## src/hdl/ubx_pkg.sv

```systemverilog
`timescale 1ns / 1ps

package ubx_pkg;

   // Frame constants
   localparam logic [7:0] SYNC_FIRST  = 8'hB5;
   localparam logic [7:0] SYNC_SECOND = 8'h62;
   localparam logic [7:0] MAX_PAYLOAD = 8'd255;

   // Input item
   typedef struct packed {
      logic [7:0] msg_class;
      logic [7:0] msg_id;
      logic [7:0] payload_length;
      logic [7:0] payload_byte;
   } ubx_req_type;

   // Output byte
   typedef struct packed {
      logic [7:0] frame_byte;
      logic       frame_end;
   } ubx_rsp_type;

   // Classified item, passed from front to back
   typedef struct packed {
      logic       first;
      logic       zero_len;
      logic       last;
      logic [7:0] msg_class;
      logic [7:0] msg_id;
      logic [7:0] length;
      logic [7:0] pbyte;
   } ubx_cmd_type;

   // Front status
   typedef struct packed {
      logic msg_open;
   } ubx_front_stat_type;

   // Back status
   typedef struct packed {
      logic mid_cmd;
      logic head_pop;
   } ubx_back_stat_type;

   // Back sequencer beats
   typedef enum logic [9:0] {
      PH_START   = 10'b00_0000_0001,
      PH_SYNC1   = 10'b00_0000_0010,
      PH_SYNC2   = 10'b00_0000_0100,
      PH_CLASS   = 10'b00_0000_1000,
      PH_ID      = 10'b00_0001_0000,
      PH_LENLO   = 10'b00_0010_0000,
      PH_LENHI   = 10'b00_0100_0000,
      PH_PAYLOAD = 10'b00_1000_0000,
      PH_CKA     = 10'b01_0000_0000,
      PH_CKB     = 10'b10_0000_0000
   } ubx_phase_type;

endpackage

```

## src/hdl/ubx_front.sv

```systemverilog
`timescale 1ns / 1ps

module ubx_front
   import ubx_pkg::*;
(
   input  logic               clock,
   input  logic               reset,
   input  logic               req_valid,
   output logic               req_ready,
   input  ubx_req_type        req_data,
   output logic               cmd_valid,
   input  logic               cmd_ready,
   output ubx_cmd_type        cmd_data,
   output ubx_front_stat_type stat
);

   logic [7:0] bytes_done_ff, bytes_done_in;
   logic [7:0] held_ff, held_in;
   logic [7:0] len_sat;
   logic [8:0] done_next;
   logic       transfer;

   assign req_ready = cmd_ready;
   assign cmd_valid = req_valid;
   assign transfer  = req_valid && cmd_ready;
   assign stat.msg_open = (bytes_done_ff != 8'd0);

   // Classify the item against the open message
   always_comb begin
      len_sat = (req_data.payload_length > MAX_PAYLOAD) ? MAX_PAYLOAD
                                                        : req_data.payload_length;
      cmd_data.msg_class = req_data.msg_class;
      cmd_data.msg_id    = req_data.msg_id;
      cmd_data.pbyte     = req_data.payload_byte;
      bytes_done_in      = bytes_done_ff;
      held_in            = held_ff;
      if (bytes_done_ff == 8'd0) begin
         done_next         = 9'd1;
         cmd_data.first    = 1'b1;
         cmd_data.length   = len_sat;
         cmd_data.zero_len = (len_sat == 8'd0);
         cmd_data.last     = (len_sat <= 8'd1);
         if (transfer) begin
            held_in       = len_sat;
            bytes_done_in = cmd_data.last ? 8'd0 : 8'd1;
         end
      end else begin
         done_next         = {1'b0, bytes_done_ff} + 9'd1;
         cmd_data.first    = 1'b0;
         cmd_data.length   = held_ff;
         cmd_data.zero_len = 1'b0;
         cmd_data.last     = (done_next >= {1'b0, held_ff});
         if (transfer) begin
            bytes_done_in = cmd_data.last ? 8'd0 : done_next[7:0];
         end
      end
   end

   // Message tracking
   always_ff @(posedge clock) begin
      if (reset) begin
         bytes_done_ff <= 8'd0;
         held_ff       <= 8'd0;
      end else begin
         bytes_done_ff <= bytes_done_in;
         held_ff       <= held_in;
      end
   end

endmodule

```

## src/hdl/ubx_cmd_fifo.sv

```systemverilog
`timescale 1ns / 1ps

module ubx_cmd_fifo
   import ubx_pkg::*;
#(
   parameter int DEPTH = 2
) (
   input  logic        clock,
   input  logic        reset,
   input  logic        push_valid,
   output logic        push_ready,
   input  ubx_cmd_type push_data,
   output logic        pop_valid,
   input  logic        pop_ready,
   output ubx_cmd_type pop_data
);

   localparam int PW = (DEPTH > 1) ? $clog2(DEPTH) : 1;
   localparam int CW = $clog2(DEPTH + 1);
   localparam logic [PW-1:0] LAST_PTR = PW'(DEPTH - 1);
   localparam logic [CW-1:0] FULL_CNT = CW'(DEPTH);

   ubx_cmd_type   mem_ff [DEPTH];
   logic [PW-1:0] wr_ptr_ff, wr_ptr_in;
   logic [PW-1:0] rd_ptr_ff, rd_ptr_in;
   logic [CW-1:0] count_ff, count_in;
   logic          push, pop;

   assign push_ready = (count_ff != FULL_CNT);
   assign pop_valid  = (count_ff != '0);
   assign pop_data   = mem_ff[rd_ptr_ff];
   assign push       = push_valid && push_ready;
   assign pop        = pop_valid && pop_ready;

   // Pointer and fill update
   always_comb begin
      wr_ptr_in = wr_ptr_ff;
      rd_ptr_in = rd_ptr_ff;
      count_in  = count_ff;
      if (push) wr_ptr_in = (wr_ptr_ff == LAST_PTR) ? '0 : wr_ptr_ff + 1'b1;
      if (pop)  rd_ptr_in = (rd_ptr_ff == LAST_PTR) ? '0 : rd_ptr_ff + 1'b1;
      if (push && !pop) count_in = count_ff + 1'b1;
      else if (pop && !push) count_in = count_ff - 1'b1;
   end

   always_ff @(posedge clock) begin
      if (reset) begin
         wr_ptr_ff <= '0;
         rd_ptr_ff <= '0;
         count_ff  <= '0;
      end else begin
         wr_ptr_ff <= wr_ptr_in;
         rd_ptr_ff <= rd_ptr_in;
         count_ff  <= count_in;
      end
   end

   // Entry storage
   always_ff @(posedge clock) begin
      if (push) mem_ff[wr_ptr_ff] <= push_data;
   end

endmodule

```

## src/hdl/ubx_back.sv

```systemverilog
`timescale 1ns / 1ps

module ubx_back
   import ubx_pkg::*;
(
   input  logic              clock,
   input  logic              reset,
   input  logic              cmd_valid,
   output logic              cmd_ready,
   input  ubx_cmd_type       cmd_data,
   output logic              rsp_valid,
   input  logic              rsp_ready,
   output ubx_rsp_type       rsp_data,
   output ubx_back_stat_type stat
);

   ubx_phase_type phase_ff, phase_in, cur;
   logic [7:0]    sum_a_ff, sum_a_in;
   logic [7:0]    sum_b_ff, sum_b_in;
   logic          rsp_valid_ff, rsp_valid_in;
   ubx_rsp_type   rsp_ff, rsp_in;
   logic [7:0]    beat_byte;
   logic          beat_end, beat_summed, beat_done;
   ubx_phase_type beat_next;
   logic          can_emit, fire;

   assign can_emit  = !rsp_valid_ff || rsp_ready;
   assign fire      = cmd_valid && can_emit;
   assign cmd_ready = fire && beat_done;
   assign rsp_valid = rsp_valid_ff;
   assign rsp_data  = rsp_ff;
   assign stat.mid_cmd  = (phase_ff != PH_START);
   assign stat.head_pop = cmd_ready;

   // Beat decode for the command at the queue head
   always_comb begin
      if (phase_ff == PH_START) cur = cmd_data.first ? PH_SYNC1 : PH_PAYLOAD;
      else cur = phase_ff;
      beat_byte   = 8'd0;
      beat_end    = 1'b0;
      beat_summed = 1'b0;
      beat_done   = 1'b0;
      beat_next   = PH_START;
      case (cur)
         PH_SYNC1: begin
            beat_byte = SYNC_FIRST;
            beat_next = PH_SYNC2;
         end
         PH_SYNC2: begin
            beat_byte = SYNC_SECOND;
            beat_next = PH_CLASS;
         end
         PH_CLASS: begin
            beat_byte   = cmd_data.msg_class;
            beat_summed = 1'b1;
            beat_next   = PH_ID;
         end
         PH_ID: begin
            beat_byte   = cmd_data.msg_id;
            beat_summed = 1'b1;
            beat_next   = PH_LENLO;
         end
         PH_LENLO: begin
            beat_byte   = cmd_data.length;
            beat_summed = 1'b1;
            beat_next   = PH_LENHI;
         end
         PH_LENHI: begin
            beat_byte   = 8'd0;
            beat_summed = 1'b1;
            beat_next   = cmd_data.zero_len ? PH_CKA : PH_PAYLOAD;
         end
         PH_PAYLOAD: begin
            beat_byte   = cmd_data.pbyte;
            beat_summed = 1'b1;
            beat_done   = !cmd_data.last;
            beat_next   = cmd_data.last ? PH_CKA : PH_START;
         end
         PH_CKA: begin
            beat_byte = sum_a_ff;
            beat_next = PH_CKB;
         end
         PH_CKB: begin
            beat_byte = sum_b_ff;
            beat_end  = 1'b1;
            beat_done = 1'b1;
            beat_next = PH_START;
         end
         default: begin
            beat_next = PH_START;
         end
      endcase
   end

   // Sequencer, running sums and output register
   always_comb begin
      phase_in     = phase_ff;
      sum_a_in     = sum_a_ff;
      sum_b_in     = sum_b_ff;
      rsp_in       = rsp_ff;
      rsp_valid_in = rsp_valid_ff && !rsp_ready;
      if (fire) begin
         phase_in            = beat_next;
         rsp_valid_in        = 1'b1;
         rsp_in.frame_byte   = beat_byte;
         rsp_in.frame_end    = beat_end;
         if (cur inside {PH_SYNC1, PH_CKB}) begin
            sum_a_in = 8'd0;
            sum_b_in = 8'd0;
         end else if (beat_summed) begin
            sum_a_in = sum_a_ff + beat_byte;
            sum_b_in = sum_b_ff + sum_a_in;
         end
      end
   end

   always_ff @(posedge clock) begin
      if (reset) begin
         phase_ff     <= PH_START;
         sum_a_ff     <= 8'd0;
         sum_b_ff     <= 8'd0;
         rsp_valid_ff <= 1'b0;
      end else begin
         phase_ff     <= phase_in;
         sum_a_ff     <= sum_a_in;
         sum_b_ff     <= sum_b_in;
         rsp_valid_ff <= rsp_valid_in;
      end
   end

   always_ff @(posedge clock) begin
      rsp_ff <= rsp_in;
   end

endmodule

```

## src/hdl/ubx_frame_builder.sv

```systemverilog
`timescale 1ns / 1ps

// Binary receiver-protocol frame builder. Each req transfer carries one
// payload byte; the first item of a message also gives class, id and length
// (capped at 255). The block sends sync 0xB5 0x62, class, id, length low,
// length high (0), the payload bytes and the two Fletcher-8 sums, one byte
// per rsp transfer, with frame_end set on the last sum byte. A continuing
// payload item gives one output byte; an item that opens a message gives
// the header and its byte, a zero-length one the header and both sums, and
// a closing item adds both sums. The output register of the back sequencer
// sends one byte per cycle while the receiver is ready, and a small command
// queue lets items be accepted while header and checksum beats are still
// going out.
module ubx_frame_builder
   import ubx_pkg::*;
#(
   parameter int CMD_DEPTH = 2
) (
   input  logic        clock,
   input  logic        reset,
   input  logic        req_valid,
   output logic        req_ready,
   input  ubx_req_type req_data,
   output logic        rsp_valid,
   input  logic        rsp_ready,
   output ubx_rsp_type rsp_data
);

   logic               fc_valid, fc_ready;
   ubx_cmd_type        fc_data;
   logic               bc_valid, bc_ready;
   ubx_cmd_type        bc_data;
   ubx_front_stat_type front_stat;
   ubx_back_stat_type  back_stat;

   // Front: classify items
   ubx_front u_front (
      .clock     (clock),
      .reset     (reset),
      .req_valid (req_valid),
      .req_ready (req_ready),
      .req_data  (req_data),
      .cmd_valid (fc_valid),
      .cmd_ready (fc_ready),
      .cmd_data  (fc_data),
      .stat      (front_stat)
   );

   // Command queue
   ubx_cmd_fifo #(
      .DEPTH (CMD_DEPTH)
   ) u_fifo (
      .clock      (clock),
      .reset      (reset),
      .push_valid (fc_valid),
      .push_ready (fc_ready),
      .push_data  (fc_data),
      .pop_valid  (bc_valid),
      .pop_ready  (bc_ready),
      .pop_data   (bc_data)
   );

   // Back: emit frame bytes
   ubx_back u_back (
      .clock     (clock),
      .reset     (reset),
      .cmd_valid (bc_valid),
      .cmd_ready (bc_ready),
      .cmd_data  (bc_data),
      .rsp_valid (rsp_valid),
      .rsp_ready (rsp_ready),
      .rsp_data  (rsp_data),
      .stat      (back_stat)
   );

   // A queued command always yields an output byte once the register frees
   a_back_progress: assert property (@(posedge clock) disable iff (reset)
      (bc_valid && (!rsp_valid || rsp_ready)) |=> rsp_valid)
      else $error("back stalled with a command and a free output register");

   // The head stays queued while its beats are in flight
   a_head_held: assert property (@(posedge clock) disable iff (reset)
      back_stat.mid_cmd |-> bc_valid)
      else $error("back mid-command with an empty queue");

   // An opening item of a multi-byte message leaves the front with it open
   a_front_open: assert property (@(posedge clock) disable iff (reset)
      (req_valid && req_ready && fc_data.first && !fc_data.last)
      |=> front_stat.msg_open)
      else $error("front did not open the message");

   // The head pops only on its command's last beat, which loads an output byte
   a_pop_beat: assert property (@(posedge clock) disable iff (reset)
      back_stat.head_pop |=> rsp_valid)
      else $error("head popped without an output byte");

endmodule

```

## config.mk

```make
export PLATFORM = sky130hd
export DESIGN_NAME = ubx_frame_builder
export DESIGN_NICKNAME = d
export VERILOG_FILES = /design/src/hdl/ubx_pkg.sv /design/src/hdl/ubx_front.sv /design/src/hdl/ubx_cmd_fifo.sv /design/src/hdl/ubx_back.sv /design/src/hdl/ubx_frame_builder.sv
export SDC_FILE = /design/constraint.sdc
export NUM_CORES = 1
export LEC_CHECK = 0
export ABC_AREA = 1
export BUFFER_PORTS_ARGS = -buffer_cell sky130_fd_sc_hd__buf_2
export CAP_MARGIN = 40
export CORE_MARGIN = 10
export CORE_UTILIZATION = 25
export CTS_CLUSTER_DIAMETER = 40
export DETAILED_ROUTE_END_ITERATION = 8
export GPL_ROUTABILITY_DRIVEN = 0
export PLACE_DENSITY = 0.46
export SETUP_SLACK_MARGIN = 0.3
export SLEW_MARGIN = 20
export SYNTH_ARGS = -nofsm -noshare
export SYNTH_HDL_FRONTEND = slang
export SYNTH_SLANG_ARGS = --single-unit
```

## constraint.sdc

```tcl
create_clock -name clock -period 4.55 [get_ports clock]
set_input_delay 0.455 -clock clock [delete_from_list [all_inputs] [get_ports clock]]
set_output_delay 0.455 -clock clock [all_outputs]
set_load 0.02 [all_outputs]
```

==> impl_metrics.tcl, run 1 <==
set metrics [dict create \
    met1_usage_pct 14.3 \
    finalClockSkew_ns 0.00921 \
    reg2reg_slack_ns 0.14 \
    cts_tree "done" \
    arrival_ns 4.67 \
    syn_inst 680 \
    wl_per_cell_um 15.4 \
    synthToLayoutAreaGrowth_pct 34.0 \
    layout.cells.non_filler 1142 \
    synth_top_area_cell "edfxtp_1" \
    timing.fmax_ghz 0.227 \
    vias_per_cell 4.41 \
    report.final.slew_viol_count 0 \
    grt_first_pass_wirelength_um 27200 \
    synth_flop_cell "edfxtp_1" \
    synth_top_cell_area_share_pct 38.3 \
    holdBufCountCts 0 \
    hold_start "req_data[4]" \
    nNetsFinal 868 \
    io_pins 47 \
    dieHeight_um 177 \
    finalSetupViolCount 0 \
    ir_drop_v 0.000290 \
    gr-total-overflow 0 \
    cts.path.max_buffers 2 \
    crit_slowest_cell "dfxtp_4" \
    grt_pass1_vias 4951 \
    path_common_cell "buf_4" \
    p_int_w 0.00305 \
    layout_commonest_cell "nand2_1" \
    ys_ff_latch 126 \
    antenna_found_initial 0 \
    core_um2 24300 \
    r2r_start "u_back.phase_ff[5]" \
    dieArea_um2 31500 \
    dp_hpwl_um 12000 \
    critPathMaxStageDelay_ns 0.37 \
    synth-edff-count 79 \
    pwr-share-seq_pct 32.1 \
    critPathRequiredTime_ns 4.82 \
    hold_viol_final 0 \
    netlist_area_um2 6190 \
    use_met3_pct 2.97 \
    synth.area.top_cells "edfxtp_1 (38%), dfxtp_1 (15%), nand2_1 (11%)" \
    hp-class "input pin to register" \
    synth_seq_area_share_pct 53.5 \
    endpoint_kind "register" \
    final.period_utilization_pct 96.8 \
    syn_nets 743 \
    gr-usage-met2_pct 17.9 \
    synth_area_per_cell_um2 9.11 \
    antenna_left 0 \
    clock_sinks 126 \
    holdPathStages 1 \
    worstPathMaxFanout 4 \
    drtIter0Drc 357 \
    n_antenna_cell 0 \
    rows 57 \
    pwr-share-clk_pct 30.1 \
    path_class "register to register" \
    p_leak_nw 3.38 \
    rr_worst_depth 34 \
    path_clk_slew_ns 0.06 \
    power_density_nw_per_um2 561 \
    die-width_um 177 \
    cap_violations 0 \
    p_sw_w 0.00161 \
    drc 0 \
    max-slew-margin-rel_pct 46.1 \
    ys_async_sr_fraction_pct 0 \
    drive_above_1_share_pct 28.7 \
    grtUsageTotal_pct 11.1 \
    rsz0062_at_grt "true" \
    n_fill_cell 2440 \
    dp.cells 1057 \
    ys_warn_count 0 \
    comb_power_share_pct 37.8 \
    vias 5039 \
    cts-root-buf "clkbuf_16" \
    insertion_delay_ns 0.42 \
    io_buffers 46 \
    finalWirelength_um 17500 \
    outcome "finished, final reports clean" \
    r2r_end "u_back.sum_b_ff[7]" \
    swShare_pct 34.5 \
    tightest_slew_ns 0.808 \
    globalRoute.busiestLayer "met2" \
    most-common-layout-cells "nand2_1 (169), edfxtp_1 (79), a21oi_1 (73)" \
    cts_buffers 17 \
    grt_max_degree 33 \
    cts_htree_levels 4 \
    start_kind "register" \
    initial_utilization_pct 25.5 \
    synth_cell_types 44 \
    tns_ns 0 \
    drt_first_pass_iters 4 \
    hold_path_end "u_fifo.mem_ff[1][4]" \
    min_period_ns 4.41 \
]
-- state kept, by name (all words and copies together) (netlist names), named ones only --
signal                 count
u_fifo.rd_ptr_ff           1
u_back.sum_b_ff            8
u_front.held_ff            8
u_front.bytes_done_ff      8
u_fifo.count_ff            2
u_back.rsp_valid           1
u_fifo.wr_ptr_ff           1
u_fifo.mem_ff             70
u_back.rsp_data            9
u_back.sum_a_ff            8
u_back.phase_ff            9
-- kinds of logic (layout without fill, tap and decap cells) --
kind of cell	Yosys count	count (layout)	share of synthesized area, %
buffers and inverters	93	231	5.94
adder cells (fa/ha/maj)	27	27	5.70
multiplexers	6	6	0.970
flip-flops	126	126	53.5
XOR/XNOR	16	16	2.26
AND/OR/NAND/NOR	280	280	20.0
AO/OA/AOI/OAI	132	132	11.6
-- stage by stage --
step	instance area, um^2	setup slack, ns	total power, W	hold WS (ns)	utilization [%]
floorplan	6190	0.664	0.00238	0.425	-
global placement	6920	0.136	0.00281	0.443	28.5
detailed placement	6990	0.106	0.00284	0.450	28.7
CTS	7870	0.305	0.00438	0.211	32.4
global route	8300	-0.0270	0.00493	0.211	34.1
finish	8300	0.144	0.00465	0.227	34.1
-- cells in the mapped netlist (7+ instances only) --
cell type and instances:
clkbuf_1 13, nor2_1 34, xnor2_1 7, nand4_1 10, nor4_1 7, o21ai_0 31, inv_1 72, nand2_1 175
a21oi_1 81, ha_1 25, edfxtp_1 79, nor3_1 9, nand3_1 21, xor2_1 9, dfxtp_1 47
-- worst max-delay path by stage --
stage / cells past startpoint / start / end
2_1_floorplan: 27 / u_back.phase_ff[9] / u_back.sum_b_ff[7]
3_3_place_gp: 27 / u_back.phase_ff[3] / u_back.sum_b_ff[7]
3_5_place_dp: 28 / u_back.phase_ff[3] / u_back.sum_b_ff[7]
4_1_cts: 29 / u_back.phase_ff[4] / u_back.sum_b_ff[7]
5_1_grt: 31 / u_back.phase_ff[0] / u_back.sum_b_ff[7]
6_report: 34 / u_back.phase_ff[5] / u_back.sum_b_ff[7]
-- repair_timing --
item,in CTS,in global routing
pin swaps,13,35
gates resized for setup,16,68
gates cloned,0,0
endpoints found under the setup margin,3,6
setup buffers,31,22
-- routing by layer --
| layer | wire, um | vias to the layer above |
|---|---|---|
| met5 | 0 | - |
| met4 | 323 | 0 |
| met3 | 666 | 25 |
| met2 | 8470 | 94 |
| met1 | 8070 | 2358 |
| li1 | - | 2562 |
-- critical path, delay by kind of cell, from the launching register on --
| kind | cells | cell delay, ns |
|---|---|---|
| buf+inv | 23 | 2.69 |
| simple gates | 10 | 1.14 |
| flops | 1 | 0.37 |
| compound gates | 1 | 0.05 |
-- power groups by stage --
stage               Combinational, W  Clock, W  Sequential, W
finish                       0.00176   0.00140        0.00149
CTS                          0.00147   0.00142        0.00149
global placement             0.00130         0        0.00151
global route                 0.00194   0.00148        0.00151
floorplan                   0.000840         0        0.00154
detailed placement           0.00133         0        0.00150
-- area by class of cell --
| class | instances | area [um^2] | share of cell area [%] |
|---|---|---|---|
| repair buffers | 123 | 880 | 10.6 |
| well taps | 324 | 405 | 4.89 |
| inverters | 76 | 285 | 3.44 |
| flip-flops and latches | 126 | 3330 | 40.1 |
| multi-input cells | 461 | 2790 | 33.6 |
| clock inverters | 5 | 75.1 | 0.905 |
| clock buffers | 27 | 534 | 6.44 |
Note: power is estimated with default switching activity, not from simulation.
==> inputs of run 2 (changes only) <==
==> constraint.sdc (replaced) <==
create_clock -name clock -period 4.59 [get_ports clock]
set_input_delay 0.459 -clock clock [delete_from_list [all_inputs] [get_ports clock]]
set_output_delay 0.459 -clock clock [all_outputs]
set_load 0.02 [all_outputs]
==> run 2 against run 1 <==
  * Combinational power decreased by 15%
  * Largest power group unchanged
  * Critical endpoint unchanged
  * Clock skew down 0.0011 ns
  * Sequential share of layout area grew 2.1 points
  * Highest routed layer unchanged
==> impl_metrics.tcl, run 2 (synthesis gave the netlist of run 1 again) <==
set metrics [dict create \
    cts_htree_levels 4 \
    finalClockSkew_ns 0.00813 \
    grt_first_pass_wirelength_um 25900 \
    area.sequential_um2 3320 \
    grt_max_degree 33 \
    final.period_utilization_pct 91.5 \
    dieHeight_um 177 \
    finalWirelength_um 16500 \
    r2r_end "u_back.sum_b_ff[7]" \
    hold_viol_final 0 \
    holdPathStages 1 \
    tightest_slew_ns 0.752 \
    drive_above_1_share_pct 24.3 \
    io_buffers 46 \
    ir_drop_v 0.000214 \
    p_leak_nw 3.17 \
    place_ws_ns 0.0735 \
    rsz0062_at_grt "true" \
    cts_buffers 17 \
    r2r_start "u_back.phase_ff[6]" \
    antenna_left 0 \
    initial_utilization_pct 25.5 \
    core_um2 24300 \
    clock_sinks 126 \
    drt_first_pass_iters 5 \
    wl_per_cell_um 14.9 \
    critPathRequiredTime_ns 4.93 \
    finalPower_w 0.00424 \
    power_density_nw_per_um2 538 \
    worstPathMaxFanout 8 \
    antenna_found_initial 0 \
    die-width_um 177 \
    cts_tree "done" \
    drc 0 \
    critPathBufInv 4 \
    insertion_delay_ns 0.42 \
    n_fill_cell 2537 \
    fin_hold_ws_ns 0.230 \
    critPathMaxStageDelay_ns 0.36 \
    grtUsageTotal_pct 10.6 \
    cts-root-buf "clkbuf_16" \
    hold_path_end "u_fifo.mem_ff[0][3]" \
    place_area_um2 6950 \
    multi_input_area_um2 2710 \
    n_antenna_cell 0 \
    rows 57 \
    timing.fmax_ghz 0.238 \
    crit_family "simple AND/OR/NAND/NOR gates" \
    path_clk_slew_ns 0.06 \
    outcome "finished, final reports clean" \
    nNetsFinal 835 \
    cts.path.max_buffers 2 \
    endpoint_kind "register" \
    tns_ns 0 \
    dp_hpwl_um 11700 \
    rr_worst_depth 28 \
    path_class "register to register" \
    min_period_ns 4.20 \
    io_pins 47 \
    layout_commonest_cell "nand2_1" \
    fin_area_um2 7870 \
    cap_violations 0 \
    max-slew-margin-rel_pct 49.9 \
    drtIter0Drc 325 \
    largest_register_ffs 70 \
    vias_per_cell 4.43 \
    hold_start "req_data[3]" \
    dieArea_um2 31500 \
    synthToLayoutAreaGrowth_pct 27.1 \
    top_register "u_fifo.mem_ff" \
    start_kind "register" \
    gr-total-overflow 0 \
    crit_slowest_cell "dfxtp_4" \
    vias 4914 \
    grt_pass1_vias 4767 \
    reg2reg_slack_ns 0.39 \
    finalSetupViolCount 0 \
    most-common-layout-cells "nand2_1 (174), edfxtp_1 (79), a21oi_1 (73)" \
    report.final.slew_viol_count 0 \
    hp-class "input pin to register" \
    final.setup.worst_slack_ns 0.389 \
    arrival_ns 4.54 \
]
[run 2: cell types whose count changed in the layout (fill, tap and decap cells not counted), moves of 4 or more]
cell | previous run | this run
clkbuf_8 | 5 | 0
clkbuf_1 | 4 | 0
nand2_1 | 169 | 174
buf_4 | 67 | 40
buf_6 | 7 | 0
nand2_2 | 7 | 3
[run 2: worst max path at each step]
stage | from | to | slack, ns | depth (start not counted)
after floorplan | u_back.phase_ff[9] | u_back.sum_b_ff[7] | 0.70 | 27
after global placement | u_back.phase_ff[9] | u_back.sum_b_ff[7] | 0.15 | 28
after detailed placement | u_back.phase_ff[9] | u_back.sum_b_ff[7] | 0.07 | 28
after CTS | u_back.phase_ff[4] | u_back.sum_b_ff[7] | 0.30 | 29
after global routing | u_back.phase_ff[0] | u_back.sum_b_ff[7] | 0.11 | 29
final | u_back.phase_ff[6] | u_back.sum_b_ff[7] | 0.39 | 28
[run 2: where the power goes]
| part | total (W) | internal, W | switching (W) | leakage, nW |
|---|---|---|---|---|
| Clock | 0.00126 | 0.000740 | 0.000520 | 0.267 |
| Combinational | 0.00150 | 0.000571 | 0.000931 | 1.77 |
| Sequential | 0.00147 | 0.00140 | 0.0000733 | 1.13 |
| Total | 0.00424 | 0.00271 | 0.00152 | 3.17 |
[run 2: worst reg2reg max path, delay by kind of cell (launching register included)]
family / cells / cell delay, ns
AND/OR/NAND/NOR: 14 / 1.76
buffers and inverters: 4 / 0.42
XOR/XNOR: 2 / 0.37
AO/OA/AOI/OAI: 6 / 0.65
flip-flops: 1 / 0.36
adder cells (fa/ha/maj): 2 / 0.58
[run 2: area by class of cell]
cell class                 count  area share [%]
clock inverter                15            1.54
timing repair buffer          90            7.63
inverter                      76            3.66
tap                          324            5.15
multi-input combinational    461            34.4
sequential                   126            42.2
clock buffer                  17            5.40
[run 2: per-layer routing]
metal | part of all wire [%] | vias up | global-route usage (%) | wire length [um]
met2 | 47 | 107 | 16.4 | 7710
met4 | 2.2 | 0 | 4.76 | 360
met5 | 0 | - | 0 | 0
met3 | 4.0 | 28 | 2.53 | 665
li1 | - | 2501 | - | -
met1 | 47 | 2278 | 13.7 | 7770
[run 2: repair_timing]
action | 4_1_cts | 5_1_grt
buffers inserted | 12 | 12
hold endpoints to repair | 0 | 0
pin swaps | 12 | 24
endpoints found under the setup margin | 3 | 4
hold buffers | 0 | 0
resized for setup | 13 | 43
[run 2: through the flow]
step,cells,util (%)
after CTS,1097,31.4
after detailed placement,1053,28.6
after global routing,1109,32.4
after floorplan,680,-
final,1109,32.4
after global placement,1050,28.3
